<file path="config.mk">
export PLATFORM = sky130hd
export DESIGN_NAME = multi_device_io_slot_scheduler_flat
export DESIGN_NICKNAME = d
export VERILOG_FILES = /design/src/rtl/core/msios_pkg.sv /design/src/rtl/core/msios_if.sv /design/src/rtl/core/msios_ctrl.sv /design/src/rtl/core/msios_dp.sv /design/src/rtl/core/multi_device_io_slot_scheduler.sv /design/src/flat_wrapper.sv
export SDC_FILE = /design/constraint.sdc
export NUM_CORES = 2
export LEC_CHECK = 0
export BUFFER_PORTS_ARGS = -buffer_cell sky130_fd_sc_hd__buf_2
export CORE_ASPECT_RATIO = 1.2
export CORE_MARGIN = 2
export CORE_UTILIZATION = 28
export DETAILED_ROUTE_END_ITERATION = 7
export GPL_TIMING_DRIVEN = 0
export SYNTH_ARGS = -nofsm -noshare
export SYNTH_HDL_FRONTEND = slang
export SYNTH_SLANG_ARGS = --single-unit
</file>
<file path="constraint.sdc">
create_clock -name clk -period 8 [get_ports clk]
set_input_delay 0.4 -clock clk [delete_from_list [all_inputs] [get_ports clk]]
set_output_delay 0.4 -clock clk [all_outputs]
set_load 0.05 [all_outputs]
</file>
<file path="src/rtl/core/msios_pkg.sv">
`timescale 1ns / 1ps
package msios_pkg;

  localparam int DEVICES_DEF = 4;
  localparam int SLOTS_DEF   = 4;
  localparam int PROCS_DEF   = 16;

  localparam int CFG_AW = 5;
  localparam int CFG_DW = 64;

  typedef enum logic [1:0] {
    REG_DEVICE_COUNT  = 2'd0,
    REG_SLOT_LIMITS   = 2'd1,
    REG_SERVICE_TIMES = 2'd2
  } reg_idx_t;

  typedef enum logic [2:0] {
    EV_STARTED    = 3'd0,
    EV_QUEUED     = 3'd1,
    EV_REJECTED   = 3'd2,
    EV_FINISHED   = 3'd3,
    EV_FROM_QUEUE = 3'd4,
    EV_TICK_DONE  = 3'd5
  } event_t;

  typedef enum logic [3:0] {
    OP_NONE     = 4'd0,
    OP_LOAD     = 4'd1,
    OP_REQ      = 4'd2,
    OP_SLOT_RD  = 4'd3,
    OP_REM_RD   = 4'd4,
    OP_FIN      = 4'd5,
    OP_MOVE     = 4'd6,
    OP_DEC      = 4'd7,
    OP_RING_RD  = 4'd8,
    OP_REFILL   = 4'd9,
    OP_DEV_NEXT = 4'd10,
    OP_DONE     = 4'd11
  } dp_op_t;

  typedef struct packed {
    logic dev_more;
    logic slot_more;
    logic rem_le1;
    logic refill_more;
    logic out_free;
  } dp_status_t;

  // Slot limit of a device, clamped to the slot count; devices past the
  // packed field have no slots.
  function automatic logic [2:0] limit_of(logic [11:0] lims, logic [2:0] dev, int slots);
    logic [2:0] v;
    case (dev)
      3'd0: v = lims[2:0];
      3'd1: v = lims[5:3];
      3'd2: v = lims[8:6];
      3'd3: v = lims[11:9];
      default: v = 3'd0;
    endcase
    if (32'(v) > slots) v = 3'(slots);
    return v;
  endfunction

  // Service time of a device; zero counts as one tick.
  function automatic logic [15:0] service_of(logic [63:0] st, logic [2:0] dev);
    logic [15:0] v;
    case (dev)
      3'd0: v = st[15:0];
      3'd1: v = st[31:16];
      3'd2: v = st[47:32];
      3'd3: v = st[63:48];
      default: v = 16'd1;
    endcase
    if (v == 16'd0) v = 16'd1;
    return v;
  endfunction

endpackage

</file>
<file path="src/rtl/core/msios_if.sv">
`timescale 1ns / 1ps
interface msios_in_if;
  logic        valid;
  logic        ready;
  logic        cmd;
  logic [3:0]  proc_id;
  logic [2:0]  dev_sel;
  logic [31:0] now;
  modport source (output valid, cmd, proc_id, dev_sel, now, input ready);
  modport sink (input valid, cmd, proc_id, dev_sel, now, output ready);
endinterface

interface msios_out_if;
  logic        valid;
  logic        ready;
  logic [2:0]  event_res;
  logic [3:0]  proc_out;
  logic [2:0]  device_out;
  logic [31:0] waited;
  logic        last;
  modport source (output valid, event_res, proc_out, device_out, waited, last, input ready);
  modport sink (input valid, event_res, proc_out, device_out, waited, last, output ready);
endinterface

</file>
<file path="src/rtl/core/msios_ctrl.sv">
`timescale 1ns / 1ps
module msios_ctrl (
  input  logic                  clk,
  input  logic                  rst_n,
  input  logic                  in_valid,
  input  logic                  in_cmd,
  output logic                  in_ready,
  input  msios_pkg::dp_status_t status,
  output msios_pkg::dp_op_t     op
);

  typedef enum logic [9:0] {
    S_IDLE   = 10'b0000000001,
    S_REQ    = 10'b0000000010,
    S_DEV    = 10'b0000000100,
    S_SCAN   = 10'b0000001000,
    S_REM    = 10'b0000010000,
    S_EVAL   = 10'b0000100000,
    S_MOVE   = 10'b0001000000,
    S_RING   = 10'b0010000000,
    S_REFILL = 10'b0100000000,
    S_DONE   = 10'b1000000000
  } state_t;

  state_t state_r, state_nxt;

  assign in_ready = (state_r == S_IDLE);

  always_comb begin
    state_nxt = state_r;
    op        = msios_pkg::OP_NONE;
    case (state_r)
      S_IDLE: begin
        if (in_valid) begin
          op        = msios_pkg::OP_LOAD;
          state_nxt = in_cmd ? S_DEV : S_REQ;
        end
      end
      S_REQ: begin
        if (status.out_free) begin
          op        = msios_pkg::OP_REQ;
          state_nxt = S_IDLE;
        end
      end
      S_DEV: state_nxt = status.dev_more ? S_SCAN : S_DONE;
      S_SCAN: begin
        if (status.slot_more) begin
          op        = msios_pkg::OP_SLOT_RD;
          state_nxt = S_REM;
        end else begin
          state_nxt = S_RING;
        end
      end
      S_REM: begin
        op        = msios_pkg::OP_REM_RD;
        state_nxt = S_EVAL;
      end
      S_EVAL: begin
        if (status.rem_le1) begin
          if (status.out_free) begin
            op        = msios_pkg::OP_FIN;
            state_nxt = S_MOVE;
          end
        end else begin
          op        = msios_pkg::OP_DEC;
          state_nxt = S_SCAN;
        end
      end
      S_MOVE: begin
        op        = msios_pkg::OP_MOVE;
        state_nxt = S_SCAN;
      end
      S_RING: begin
        if (status.refill_more) begin
          op        = msios_pkg::OP_RING_RD;
          state_nxt = S_REFILL;
        end else begin
          op        = msios_pkg::OP_DEV_NEXT;
          state_nxt = S_DEV;
        end
      end
      S_REFILL: begin
        if (status.out_free) begin
          op        = msios_pkg::OP_REFILL;
          state_nxt = S_RING;
        end
      end
      S_DONE: begin
        if (status.out_free) begin
          op        = msios_pkg::OP_DONE;
          state_nxt = S_IDLE;
        end
      end
      default: state_nxt = S_IDLE;
    endcase
  end

  always_ff @(posedge clk) begin
    if (!rst_n) state_r <= S_IDLE;
    else        state_r <= state_nxt;
  end

endmodule

</file>
<file path="src/rtl/core/msios_dp.sv">
`timescale 1ns / 1ps
module msios_dp #(
  parameter int DEVICES = msios_pkg::DEVICES_DEF,
  parameter int SLOTS   = msios_pkg::SLOTS_DEF,
  parameter int PROCS   = msios_pkg::PROCS_DEF
) (
  input  logic                  clk,
  input  logic                  rst_n,
  input  msios_pkg::dp_op_t     op,
  output msios_pkg::dp_status_t status,
  input  logic                  in_cmd,
  input  logic [3:0]            in_proc_id,
  input  logic [2:0]            in_dev_sel,
  input  logic [31:0]           in_now,
  input  logic [2:0]            device_count,
  input  logic [11:0]           slot_limits,
  input  logic [63:0]           service_times,
  input  logic                  out_ready,
  output logic                  out_valid,
  output logic [2:0]            out_event_res,
  output logic [3:0]            out_proc_out,
  output logic [2:0]            out_device_out,
  output logic [31:0]           out_waited,
  output logic                  out_last
);

  localparam int DW    = (DEVICES > 1) ? $clog2(DEVICES) : 1;
  localparam int DCW   = $clog2(DEVICES + 1);
  localparam int UCW   = $clog2(SLOTS + 1);
  localparam int PW    = $clog2(PROCS);
  localparam int RCW   = $clog2(PROCS + 1);
  localparam int AL_D  = DEVICES * SLOTS;
  localparam int AL_AW = (AL_D > 1) ? $clog2(AL_D) : 1;
  localparam int RG_D  = DEVICES * PROCS;
  localparam int RG_AW = $clog2(RG_D);

  // Latched request.
  logic        cmd_r;
  logic [3:0]  proc_r;
  logic [2:0]  dev_r;
  logic [31:0] now_r;

  // Tick walk position.
  logic [DCW-1:0] d_r;
  logic [UCW-1:0] i_r;
  logic [3:0]     p_r;

  // Per-device counters.
  logic [UCW-1:0] uc_r   [DEVICES];
  logic [PW-1:0]  head_r [DEVICES];
  logic [PW-1:0]  tail_r [DEVICES];
  logic [RCW-1:0] rc_r   [DEVICES];

  // Stores.
  logic [3:0]  al_mem   [AL_D];
  logic [15:0] rem_mem  [PROCS];
  logic [31:0] rt_mem   [PROCS];
  logic [3:0]  ring_mem [RG_D];
  logic [3:0]  al_q;
  logic [15:0] rem_q;
  logic [31:0] rt_q;
  logic [3:0]  ring_q;

  logic                 out_valid_r;
  msios_pkg::event_t    out_ev_r;
  logic [3:0]           out_proc_r;
  logic [2:0]           out_dev_r;
  logic [31:0]          out_waited_r;
  logic                 out_last_r;

  logic [DW-1:0]  cd;
  logic [2:0]     cur_dev;
  logic [UCW-1:0] uc;
  logic [PW-1:0]  head, tail;
  logic [RCW-1:0] rc;
  logic [2:0]     lim;
  logic [15:0]    svc;
  logic [DCW-1:0] nd;
  logic           bad, can_start, ring_full, out_free, emit;
  logic [PW-1:0]  pidx_in, pidx_cur, pidx_ring, pidx_al;
  logic [AL_AW-1:0] al_raddr, al_slot_addr, al_top_addr, al_last_addr;
  logic [RG_AW-1:0] rg_head_addr, rg_tail_addr;

  assign cd      = cmd_r ? d_r[DW-1:0] : dev_r[DW-1:0];
  assign cur_dev = cmd_r ? 3'(d_r) : dev_r;
  assign uc      = uc_r[cd];
  assign head    = head_r[cd];
  assign tail    = tail_r[cd];
  assign rc      = rc_r[cd];
  assign lim     = msios_pkg::limit_of(slot_limits, cur_dev, SLOTS);
  assign svc     = msios_pkg::service_of(service_times, cur_dev);
  assign nd      = (32'(device_count) > DEVICES) ? DCW'(DEVICES) : DCW'(device_count);

  assign bad       = (32'(dev_r) >= 32'(nd)) || (32'(proc_r) >= PROCS);
  assign can_start = 32'(uc) < 32'(lim);
  assign ring_full = 32'(rc) >= PROCS;
  assign out_free  = !out_valid_r || out_ready;

  assign pidx_in   = PW'(proc_r);
  assign pidx_cur  = PW'(p_r);
  assign pidx_ring = PW'(ring_q);
  assign pidx_al   = PW'(al_q);

  assign al_slot_addr = AL_AW'(int'(cd) * SLOTS + int'(i_r));
  assign al_top_addr  = AL_AW'(int'(cd) * SLOTS + int'(uc));
  assign al_last_addr = AL_AW'(int'(cd) * SLOTS + int'(uc) - 1);
  assign al_raddr     = (op == msios_pkg::OP_FIN) ? al_last_addr : al_slot_addr;
  assign rg_head_addr = RG_AW'(int'(cd) * PROCS + int'(head));
  assign rg_tail_addr = RG_AW'(int'(cd) * PROCS + int'(tail));

  assign status.dev_more    = d_r < nd;
  assign status.slot_more   = i_r < uc;
  assign status.rem_le1     = rem_q <= 16'd1;
  assign status.refill_more = can_start && (rc != '0);
  assign status.out_free    = out_free;

  function automatic logic [PW-1:0] ptr_inc(logic [PW-1:0] ptr);
    return (ptr == PW'(PROCS - 1)) ? '0 : ptr + 1'b1;
  endfunction

  always_comb begin
    case (op)
      msios_pkg::OP_REQ, msios_pkg::OP_FIN, msios_pkg::OP_REFILL,
      msios_pkg::OP_DONE: emit = 1'b1;
      default:            emit = 1'b0;
    endcase
  end

  // Stores: one read port with registered data and one write port each.
  always_ff @(posedge clk) begin
    if (op == msios_pkg::OP_SLOT_RD || op == msios_pkg::OP_FIN) al_q <= al_mem[al_raddr];
    if (op == msios_pkg::OP_REQ && !bad && can_start) al_mem[al_top_addr] <= proc_r;
    else if (op == msios_pkg::OP_MOVE)                al_mem[al_slot_addr] <= al_q;
    else if (op == msios_pkg::OP_REFILL)              al_mem[al_top_addr] <= ring_q;
  end

  always_ff @(posedge clk) begin
    if (op == msios_pkg::OP_REM_RD) begin
      rem_q <= rem_mem[pidx_al];
      rt_q  <= rt_mem[pidx_al];
    end
    if (op == msios_pkg::OP_REQ && !bad && can_start) rem_mem[pidx_in] <= svc;
    else if (op == msios_pkg::OP_FIN)                 rem_mem[pidx_cur] <= 16'd0;
    else if (op == msios_pkg::OP_DEC)                 rem_mem[pidx_cur] <= rem_q - 16'd1;
    else if (op == msios_pkg::OP_REFILL)              rem_mem[pidx_ring] <= svc;
    if (op == msios_pkg::OP_REQ && !bad && (can_start || !ring_full))
      rt_mem[pidx_in] <= now_r;
  end

  always_ff @(posedge clk) begin
    if (op == msios_pkg::OP_RING_RD) ring_q <= ring_mem[rg_head_addr];
    if (op == msios_pkg::OP_REQ && !bad && !can_start && !ring_full)
      ring_mem[rg_tail_addr] <= proc_r;
  end

  // Latched request and process under test.
  always_ff @(posedge clk) begin
    if (op == msios_pkg::OP_LOAD) begin
      cmd_r  <= in_cmd;
      proc_r <= in_proc_id;
      dev_r  <= in_dev_sel;
      now_r  <= in_now;
    end
    if (op == msios_pkg::OP_REM_RD) p_r <= al_q;
  end

  always_ff @(posedge clk) begin
    if (!rst_n) begin
      d_r <= '0;
      i_r <= '0;
      for (int k = 0; k < DEVICES; k++) begin
        uc_r[k]   <= '0;
        head_r[k] <= '0;
        tail_r[k] <= '0;
        rc_r[k]   <= '0;
      end
    end else begin
      case (op)
        msios_pkg::OP_LOAD: begin
          d_r <= '0;
          i_r <= '0;
        end
        msios_pkg::OP_REQ: begin
          if (!bad && can_start) begin
            uc_r[cd] <= uc + 1'b1;
          end else if (!bad && !ring_full) begin
            tail_r[cd] <= ptr_inc(tail);
            rc_r[cd]   <= rc + 1'b1;
          end
        end
        msios_pkg::OP_DEC:  i_r <= i_r + 1'b1;
        // The last slot has moved into the finished one; shrink the list.
        msios_pkg::OP_MOVE: uc_r[cd] <= uc - 1'b1;
        msios_pkg::OP_REFILL: begin
          uc_r[cd]   <= uc + 1'b1;
          head_r[cd] <= ptr_inc(head);
          rc_r[cd]   <= rc - 1'b1;
        end
        msios_pkg::OP_DEV_NEXT: begin
          d_r <= d_r + 1'b1;
          i_r <= '0;
        end
        default: ;
      endcase
    end
  end

  always_ff @(posedge clk) begin
    if (!rst_n) out_valid_r <= 1'b0;
    else if (emit) out_valid_r <= 1'b1;
    else if (out_ready) out_valid_r <= 1'b0;
  end

  always_ff @(posedge clk) begin
    case (op)
      msios_pkg::OP_REQ: begin
        if (bad || (!can_start && ring_full)) out_ev_r <= msios_pkg::EV_REJECTED;
        else if (can_start)                   out_ev_r <= msios_pkg::EV_STARTED;
        else                                  out_ev_r <= msios_pkg::EV_QUEUED;
        out_proc_r   <= proc_r;
        out_dev_r    <= dev_r;
        out_waited_r <= 32'd0;
        out_last_r   <= 1'b1;
      end
      msios_pkg::OP_FIN: begin
        out_ev_r     <= msios_pkg::EV_FINISHED;
        out_proc_r   <= p_r;
        out_dev_r    <= cur_dev;
        out_waited_r <= now_r - rt_q;
        out_last_r   <= 1'b0;
      end
      msios_pkg::OP_REFILL: begin
        out_ev_r     <= msios_pkg::EV_FROM_QUEUE;
        out_proc_r   <= ring_q;
        out_dev_r    <= cur_dev;
        out_waited_r <= 32'd0;
        out_last_r   <= 1'b0;
      end
      msios_pkg::OP_DONE: begin
        out_ev_r     <= msios_pkg::EV_TICK_DONE;
        out_proc_r   <= 4'd0;
        out_dev_r    <= 3'd0;
        out_waited_r <= 32'd0;
        out_last_r   <= 1'b1;
      end
      default: ;
    endcase
  end

  assign out_valid      = out_valid_r;
  assign out_event_res  = out_ev_r;
  assign out_proc_out   = out_proc_r;
  assign out_device_out = out_dev_r;
  assign out_waited     = out_waited_r;
  assign out_last       = out_last_r;

  a_emit_free: assert property (@(posedge clk) disable iff (!rst_n) emit |-> out_free)
    else $error("result written over one not yet taken");
  a_done_last: assert property (@(posedge clk) disable iff (!rst_n)
    (op == msios_pkg::OP_DONE) |=> (out_valid_r && out_last_r))
    else $error("tick done not presented as final result");
  a_move_nonempty: assert property (@(posedge clk) disable iff (!rst_n)
    (op == msios_pkg::OP_MOVE) |-> (uc != '0))
    else $error("slot removed from an empty device");
  a_refill_nonempty: assert property (@(posedge clk) disable iff (!rst_n)
    (op == msios_pkg::OP_REFILL) |-> (rc != '0))
    else $error("refill taken from an empty wait ring");

endmodule

</file>
<file path="src/rtl/core/multi_device_io_slot_scheduler.sv">
`timescale 1ns / 1ps
// Slot scheduler for several devices: a request takes a free service slot on
// its device or joins that device's FIFO wait ring (bad device or full ring is
// rejected); a tick counts down every active slot, reports finished ones,
// refills from the rings and ends with a tick-done result. One item is
// handled at a time. A tick is walked by the controller one slot per step
// through the slot, countdown and ring memories (one read port each), and
// every result waits while the result consumer holds off. The next request
// is accepted while the last result still waits in the output register.
module multi_device_io_slot_scheduler #(
  parameter int DEVICES = msios_pkg::DEVICES_DEF,
  parameter int SLOTS   = msios_pkg::SLOTS_DEF,
  parameter int PROCS   = msios_pkg::PROCS_DEF
) (
  input  logic                           clk,
  input  logic                           rst_n,
  msios_in_if.sink                       in_if,
  msios_out_if.source                    out_if,
  input  logic                           psel,
  input  logic                           penable,
  input  logic                           pwrite,
  input  logic [msios_pkg::CFG_AW-1:0]   paddr,
  input  logic [msios_pkg::CFG_DW-1:0]   pwdata,
  output logic [msios_pkg::CFG_DW-1:0]   prdata,
  output logic                           pready
);

  logic [2:0]  device_count_r;
  logic [11:0] slot_limits_r;
  logic [63:0] service_times_r;

  msios_pkg::reg_idx_t   reg_idx;
  msios_pkg::dp_status_t status;
  msios_pkg::dp_op_t     op;
  logic                  cfg_wr;

  assign pready  = 1'b1;
  assign reg_idx = msios_pkg::reg_idx_t'(paddr[4:3]);
  assign cfg_wr  = psel && penable && pwrite && pready;

  always_ff @(posedge clk) begin
    if (!rst_n) begin
      device_count_r  <= '0;
      slot_limits_r   <= '0;
      service_times_r <= '0;
    end else if (cfg_wr) begin
      case (reg_idx)
        msios_pkg::REG_DEVICE_COUNT:  device_count_r  <= pwdata[2:0];
        msios_pkg::REG_SLOT_LIMITS:   slot_limits_r   <= pwdata[11:0];
        msios_pkg::REG_SERVICE_TIMES: service_times_r <= pwdata;
        default: ;
      endcase
    end
  end

  always_comb begin
    case (reg_idx)
      msios_pkg::REG_DEVICE_COUNT:  prdata = {61'd0, device_count_r};
      msios_pkg::REG_SLOT_LIMITS:   prdata = {52'd0, slot_limits_r};
      msios_pkg::REG_SERVICE_TIMES: prdata = service_times_r;
      default:                      prdata = '0;
    endcase
  end

  msios_ctrl u_ctrl (
    .clk      (clk),
    .rst_n    (rst_n),
    .in_valid (in_if.valid),
    .in_cmd   (in_if.cmd),
    .in_ready (in_if.ready),
    .status   (status),
    .op       (op)
  );

  msios_dp #(
    .DEVICES (DEVICES),
    .SLOTS   (SLOTS),
    .PROCS   (PROCS)
  ) u_dp (
    .clk            (clk),
    .rst_n          (rst_n),
    .op             (op),
    .status         (status),
    .in_cmd         (in_if.cmd),
    .in_proc_id     (in_if.proc_id),
    .in_dev_sel     (in_if.dev_sel),
    .in_now         (in_if.now),
    .device_count   (device_count_r),
    .slot_limits    (slot_limits_r),
    .service_times  (service_times_r),
    .out_ready      (out_if.ready),
    .out_valid      (out_if.valid),
    .out_event_res  (out_if.event_res),
    .out_proc_out   (out_if.proc_out),
    .out_device_out (out_if.device_out),
    .out_waited     (out_if.waited),
    .out_last       (out_if.last)
  );

endmodule

</file>
<file path="src/flat_wrapper.sv">
// flat-port wrapper written by rule: the top's interface ports become plain ports
module multi_device_io_slot_scheduler_flat 
#(
  parameter int DEVICES = msios_pkg::DEVICES_DEF,
  parameter int SLOTS   = msios_pkg::SLOTS_DEF,
  parameter int PROCS   = msios_pkg::PROCS_DEF
)
  (clk, rst_n, psel, penable, pwrite, paddr, pwdata, prdata, pready, in_if_valid, in_if_cmd, in_if_proc_id, in_if_dev_sel, in_if_now, in_if_ready, out_if_valid, out_if_event_res, out_if_proc_out, out_if_device_out, out_if_waited, out_if_last, out_if_ready);
  msios_in_if in_if_i ();
  msios_out_if out_if_i ();
  input  logic clk;
  input  logic rst_n;
  input  logic psel;
  input  logic penable;
  input  logic pwrite;
  input  logic [msios_pkg::CFG_AW-1:0] paddr;
  input  logic [msios_pkg::CFG_DW-1:0] pwdata;
  output logic [msios_pkg::CFG_DW-1:0] prdata;
  output logic pready;
  input wire logic [$bits(in_if_i.valid)-1:0] in_if_valid;
  input wire logic [$bits(in_if_i.cmd)-1:0] in_if_cmd;
  input wire logic [$bits(in_if_i.proc_id)-1:0] in_if_proc_id;
  input wire logic [$bits(in_if_i.dev_sel)-1:0] in_if_dev_sel;
  input wire logic [$bits(in_if_i.now)-1:0] in_if_now;
  output wire logic [$bits(in_if_i.ready)-1:0] in_if_ready;
  output wire logic [$bits(out_if_i.valid)-1:0] out_if_valid;
  output wire logic [$bits(out_if_i.event_res)-1:0] out_if_event_res;
  output wire logic [$bits(out_if_i.proc_out)-1:0] out_if_proc_out;
  output wire logic [$bits(out_if_i.device_out)-1:0] out_if_device_out;
  output wire logic [$bits(out_if_i.waited)-1:0] out_if_waited;
  output wire logic [$bits(out_if_i.last)-1:0] out_if_last;
  input wire logic [$bits(out_if_i.ready)-1:0] out_if_ready;
  assign in_if_i.valid = in_if_valid;
  assign in_if_i.cmd = in_if_cmd;
  assign in_if_i.proc_id = in_if_proc_id;
  assign in_if_i.dev_sel = in_if_dev_sel;
  assign in_if_i.now = in_if_now;
  assign in_if_ready = in_if_i.ready;
  assign out_if_valid = out_if_i.valid;
  assign out_if_event_res = out_if_i.event_res;
  assign out_if_proc_out = out_if_i.proc_out;
  assign out_if_device_out = out_if_i.device_out;
  assign out_if_waited = out_if_i.waited;
  assign out_if_last = out_if_i.last;
  assign out_if_i.ready = out_if_ready;
  multi_device_io_slot_scheduler #(.DEVICES(DEVICES), .SLOTS(SLOTS), .PROCS(PROCS)) u_core (.clk(clk), .rst_n(rst_n), .in_if(in_if_i), .out_if(out_if_i), .psel(psel), .penable(penable), .pwrite(pwrite), .paddr(paddr), .pwdata(pwdata), .prdata(prdata), .pready(pready));
endmodule
</file>
==> results.toml <==
[outcome]
outcome = "finished, final reports clean"

[yosys]
synth_nets = 3539
synth-seq-cells = 1391
synth_xor_area_share_pct = 0.7197
synth_warnings = 0
synth_top_cell_by_area = "edfxtp_1"
synth_top_flop_cell = "edfxtp_1"
synth_compound_gate_area_share_pct = 3.846
synth-simple-area-share_pct = 6.716
syn_area_per_cell_um2 = 16.98
synthMuxAreaShare_pct = 14.27
ys_async_sr_fraction_pct = 0
yosys-top-cells-area = "edfxtp_1 68%, mux4_2 12%, dfxtp_1 3.4%"
synth_top_family_by_area = "multiplexers"
syn_area_um2 = 57200
synthTopCellsByCount = "1295 x edfxtp_1, 317 x nand2_1, 304 x mux4_2"
yosys.area_share.adder_pct = 1.229
yosysTopAreaCellShare_pct = 67.99
synth_edf_count = 1295
postSynthCellCount = 3368
synth_most_common_cell = "edfxtp_1"
yosysUniqueCellTypes = 82
ys_seq_area_share_pct = 71.35

[setup_path]
cp_cell_sequence = "buf_2 -> mux2i_2 -> buf_2 -> clkbuf_1 -> a31oi_1 -> ha_1 -> o21a_1 -> nor2_1 -> a41oi_1 -> nand2_1 -> and3_1 -> clkbuf_1 -> nand2_1 -> nand3_1 -> nand3b_1 -> nor2_2 -> buf_8"
reg2regPathDepth = 17
path_buf_inv = 5
r2r_slack_ns = 1.43
rr_endpoint = "u_core.u_dp.rem_mem[1][12]"
arrival_ns = 7.05
path_max_fanout = 10
critPathLaunchType = "flip-flop"
crit_path_max_incr_delay_ns = 0.67
endpoint_kind = "flip-flop"
critPathTopFamily = "simple AND/OR/NAND/NOR gates"
r2r-start = "u_core.u_dp.dev_r[0]"
path_class = "flip-flop to flip-flop"
cp.required_ns = 8.48
slowest_stage = "nor2_2"

[detailed_routing]
detail_route.wl_per_cell_um = 22.95
routed_wl_mm = 153.6
drc = 0
via_per_inst = 4.873
drt_iter0_drc = 2879
vias = 32600
first_pass_iters = 6
ant_nets = 0

[timing]
fin_skew_ns = 0.04183
layout_worst_path_cycle_share_pct = 82.18
tightest_slew_ns = 1.233
finalSetupViolCount = 0
max_slew_margin_pct = 17.82
report.final.slew_viol_count = 0
hold_viol_final = 0
period_minus_slack_ns = 6.574
finalWorstSetupSlack_ns = 1.426
rsz0062_at_grt = "no"
hold_ws_ns = 0.09984
fmax_mhz = 152.1

[placed_design]
dp_hpwl_mm = 107.6
io_buffers = 220
routabilityCongestion = 0.9116
post-place-ws_ns = 1.532
place_inst = 6325

[power]
peakVddDrop_mv = 0.1364
p_leak_nw = 22.43
p_per_area_nw_per_um2 = 228.5

[die]
core_region_area_um2 = 202900
dieArea_um2 = 207900
die_y_um = 499.1
die_w_um = 416.6
start_util_pct = 28.19
rows = 181
pin_count = 226

[layout]
drive_gt1_share_pct = 22.70
layoutNonFillerInstCount = 6691
nets = 4094
fillers = 19320
syn_to_final_growth_pct = 20.31

[cts]
numCtsBuffers = 140
cts_root_buf = "clkbuf_16"
clock_sinks = 1391
clk_latency_ns = 0.80
cts_tree = "yes"
clockBufferDepth = 3
cts.clk_slew.worst_paths_ns = 0.06
ctsResizeCount = 0
cts_setup_buffers = 0
htreeDepth = 4

[min_path]
min_to = "u_core.slot_limits_r[0]"
hp-start = "psel"
whs_path_depth = 4
hold_path.class = "primary input to flip-flop"

[global_route]
grt_usage_pct = 14.54
grt_max_degree = 41
grt_pass1_wl_mm = 224.0
grt_overflow_total = 0
grt_antenna_before_repair = 5
grt_pass1_vias = 33350

[flow_run]
maxCapViolations = 0
[cells by family after synthesis]
kind of cell / count (synthesis)
AOI/OAI and AO/OA: 349
xor gates and xnor gates: 47
adders and majority gates: 55
buffers and inverters: 251
DFF: 1391
muxes: 432
other: 1
and+or+nand+nor: 842
[where the power goes]
| group | internal, W | total [W] | switching [W] |
|---|---|---|---|
| combinational | 0.000367 | 0.000983 | 0.000616 |
| clock | 0.00371 | 0.00660 | 0.00289 |
| sequential | 0.00805 | 0.00815 | 0.000101 |
[sequential cells by signal (all words and copies together) (netlist names), 32 cells and up]
| name | count |
|---|---|
| u_core.service_times_r | 64 |
| u_core.u_dp.now_r | 32 |
| u_core.u_dp.rt_q | 32 |
| u_core.u_dp.out_waited | 32 |
| u_core.u_dp.rt_mem | 512 |
| u_core.u_dp.ring_mem | 256 |
| u_core.u_dp.rem_mem | 256 |
| u_core.u_dp.al_mem | 64 |
[cell usage in the layout, fill, tap and decap left out, types with 10 or more instances in the layout]
master | synthesis | final
o21ai_0 | 55 | 51
nor4_1 | 13 | 10
a22o_1 | 14 | 14
mux4_2 | 304 | 304
or3_1 | 12 | 12
nand3_1 | 39 | 39
buf_16 | 0 | 22
clkinv_1 | 0 | 25
buf_12 | 3 | 10
ha_1 | 53 | 53
buf_6 | 5 | 22
mux2i_1 | 114 | 114
buf_4 | 2 | 31
dfxtp_1 | 96 | 96
nor2b_1 | 15 | 14
edfxtp_1 | 1295 | 1295
buf_8 | 1 | 10
nand3b_1 | 14 | 14
and3_1 | 14 | 14
and2_1 | 64 | 64
inv_1 | 75 | 73
a31oi_1 | 24 | 20
xnor2_1 | 29 | 29
a21oi_1 | 141 | 141
nand2_1 | 317 | 316
buf_2 | 15 | 236
nand2b_1 | 20 | 20
xor2_1 | 18 | 18
dlygate4sd3_1 | 0 | 108
clkbuf_16 | 0 | 141
a21o_1 | 25 | 25
nor3_1 | 33 | 29
bufinv_16 | 0 | 13
clkinv_2 | 0 | 27
nor2_1 | 256 | 234
nor2_2 | 1 | 14
buf_1 | 23 | 23
clkbuf_1 | 124 | 149
[how the worst max path moves through the flow]
stage                         start                         end  slack, ns  depth (start not counted)
2_1_floorplan     u_core.u_dp.cmd_r    u_core.u_dp.rt_mem[0][0]       1.16                         15
3_3_place_gp   u_core.u_dp.dev_r[0]   u_core.u_dp.rt_mem[0][18]      -5.12                         11
3_5_place_dp   u_core.u_dp.dev_r[0]    u_core.u_dp.al_mem[8][0]       1.53                         14
4_1_cts        u_core.u_dp.dev_r[0]   u_core.u_dp.al_mem[10][0]       1.45                         14
5_1_grt        u_core.u_dp.dev_r[0]  u_core.u_dp.rem_mem[1][12]       1.26                         18
6_report       u_core.u_dp.dev_r[0]  u_core.u_dp.rem_mem[1][12]       1.43                         17
[metrics by stage]
step	TNS (ns)	util, %	total power [W]	area [um^2]
floorplan	0	-	0.008835	57200
global route	0	33.91	0.01621	68810
CTS	0	33.90	0.01587	68780
global placement	-843.84	30.37	0.009200	61620
detailed placement	0	31.10	0.009247	63100
finish	0	33.91	0.01573	68820
[final cells by class]
class	instances	area, um^2	share of cell area, %
multi-input cells	1726	15540	22.58
diodes	2	5.005	0.007273
repair buffers	413	3477	5.053
inverters	78	297.8	0.4327
clock buffers	166	3622	5.264
clock inverters	89	974.7	1.416
well taps	2653	3319	4.824
flip-flops and latches	1391	40810	59.30
plain buffers	173	773.2	1.124
[what timing repair did]
item | in CTS | in global routing
hold buffers | 108 | 0
endpoints found under the hold margin | 123 | 0
endpoints found under the setup margin | 0 | 0
[routing by layer]
metal,GRT usage [%],routed length (um),share of wire [%]
met5,0,12,0.0078
met4,5.695,5899,3.8
met3,2.722,8657,5.6
met2,25.69,79640,52
met1,17.45,59360,39
[worst register-to-register path: stages (launching register included)]
cell	delay, ns
edfxtp_1	0.43
buf_2	0.21
mux2i_2	0.55
buf_2	0.43
clkbuf_1	0.62
a31oi_1	0.47
ha_1	0.42
o21a_1	0.11
nor2_1	0.04
a41oi_1	0.52
nand2_1	0.26
and3_1	0.25
clkbuf_1	0.20
nand2_1	0.16
nand3_1	0.28
nand3b_1	0.38
nor2_2	0.67
buf_8	0.25
No activity file was read; power rests on OpenSTA's default activity.
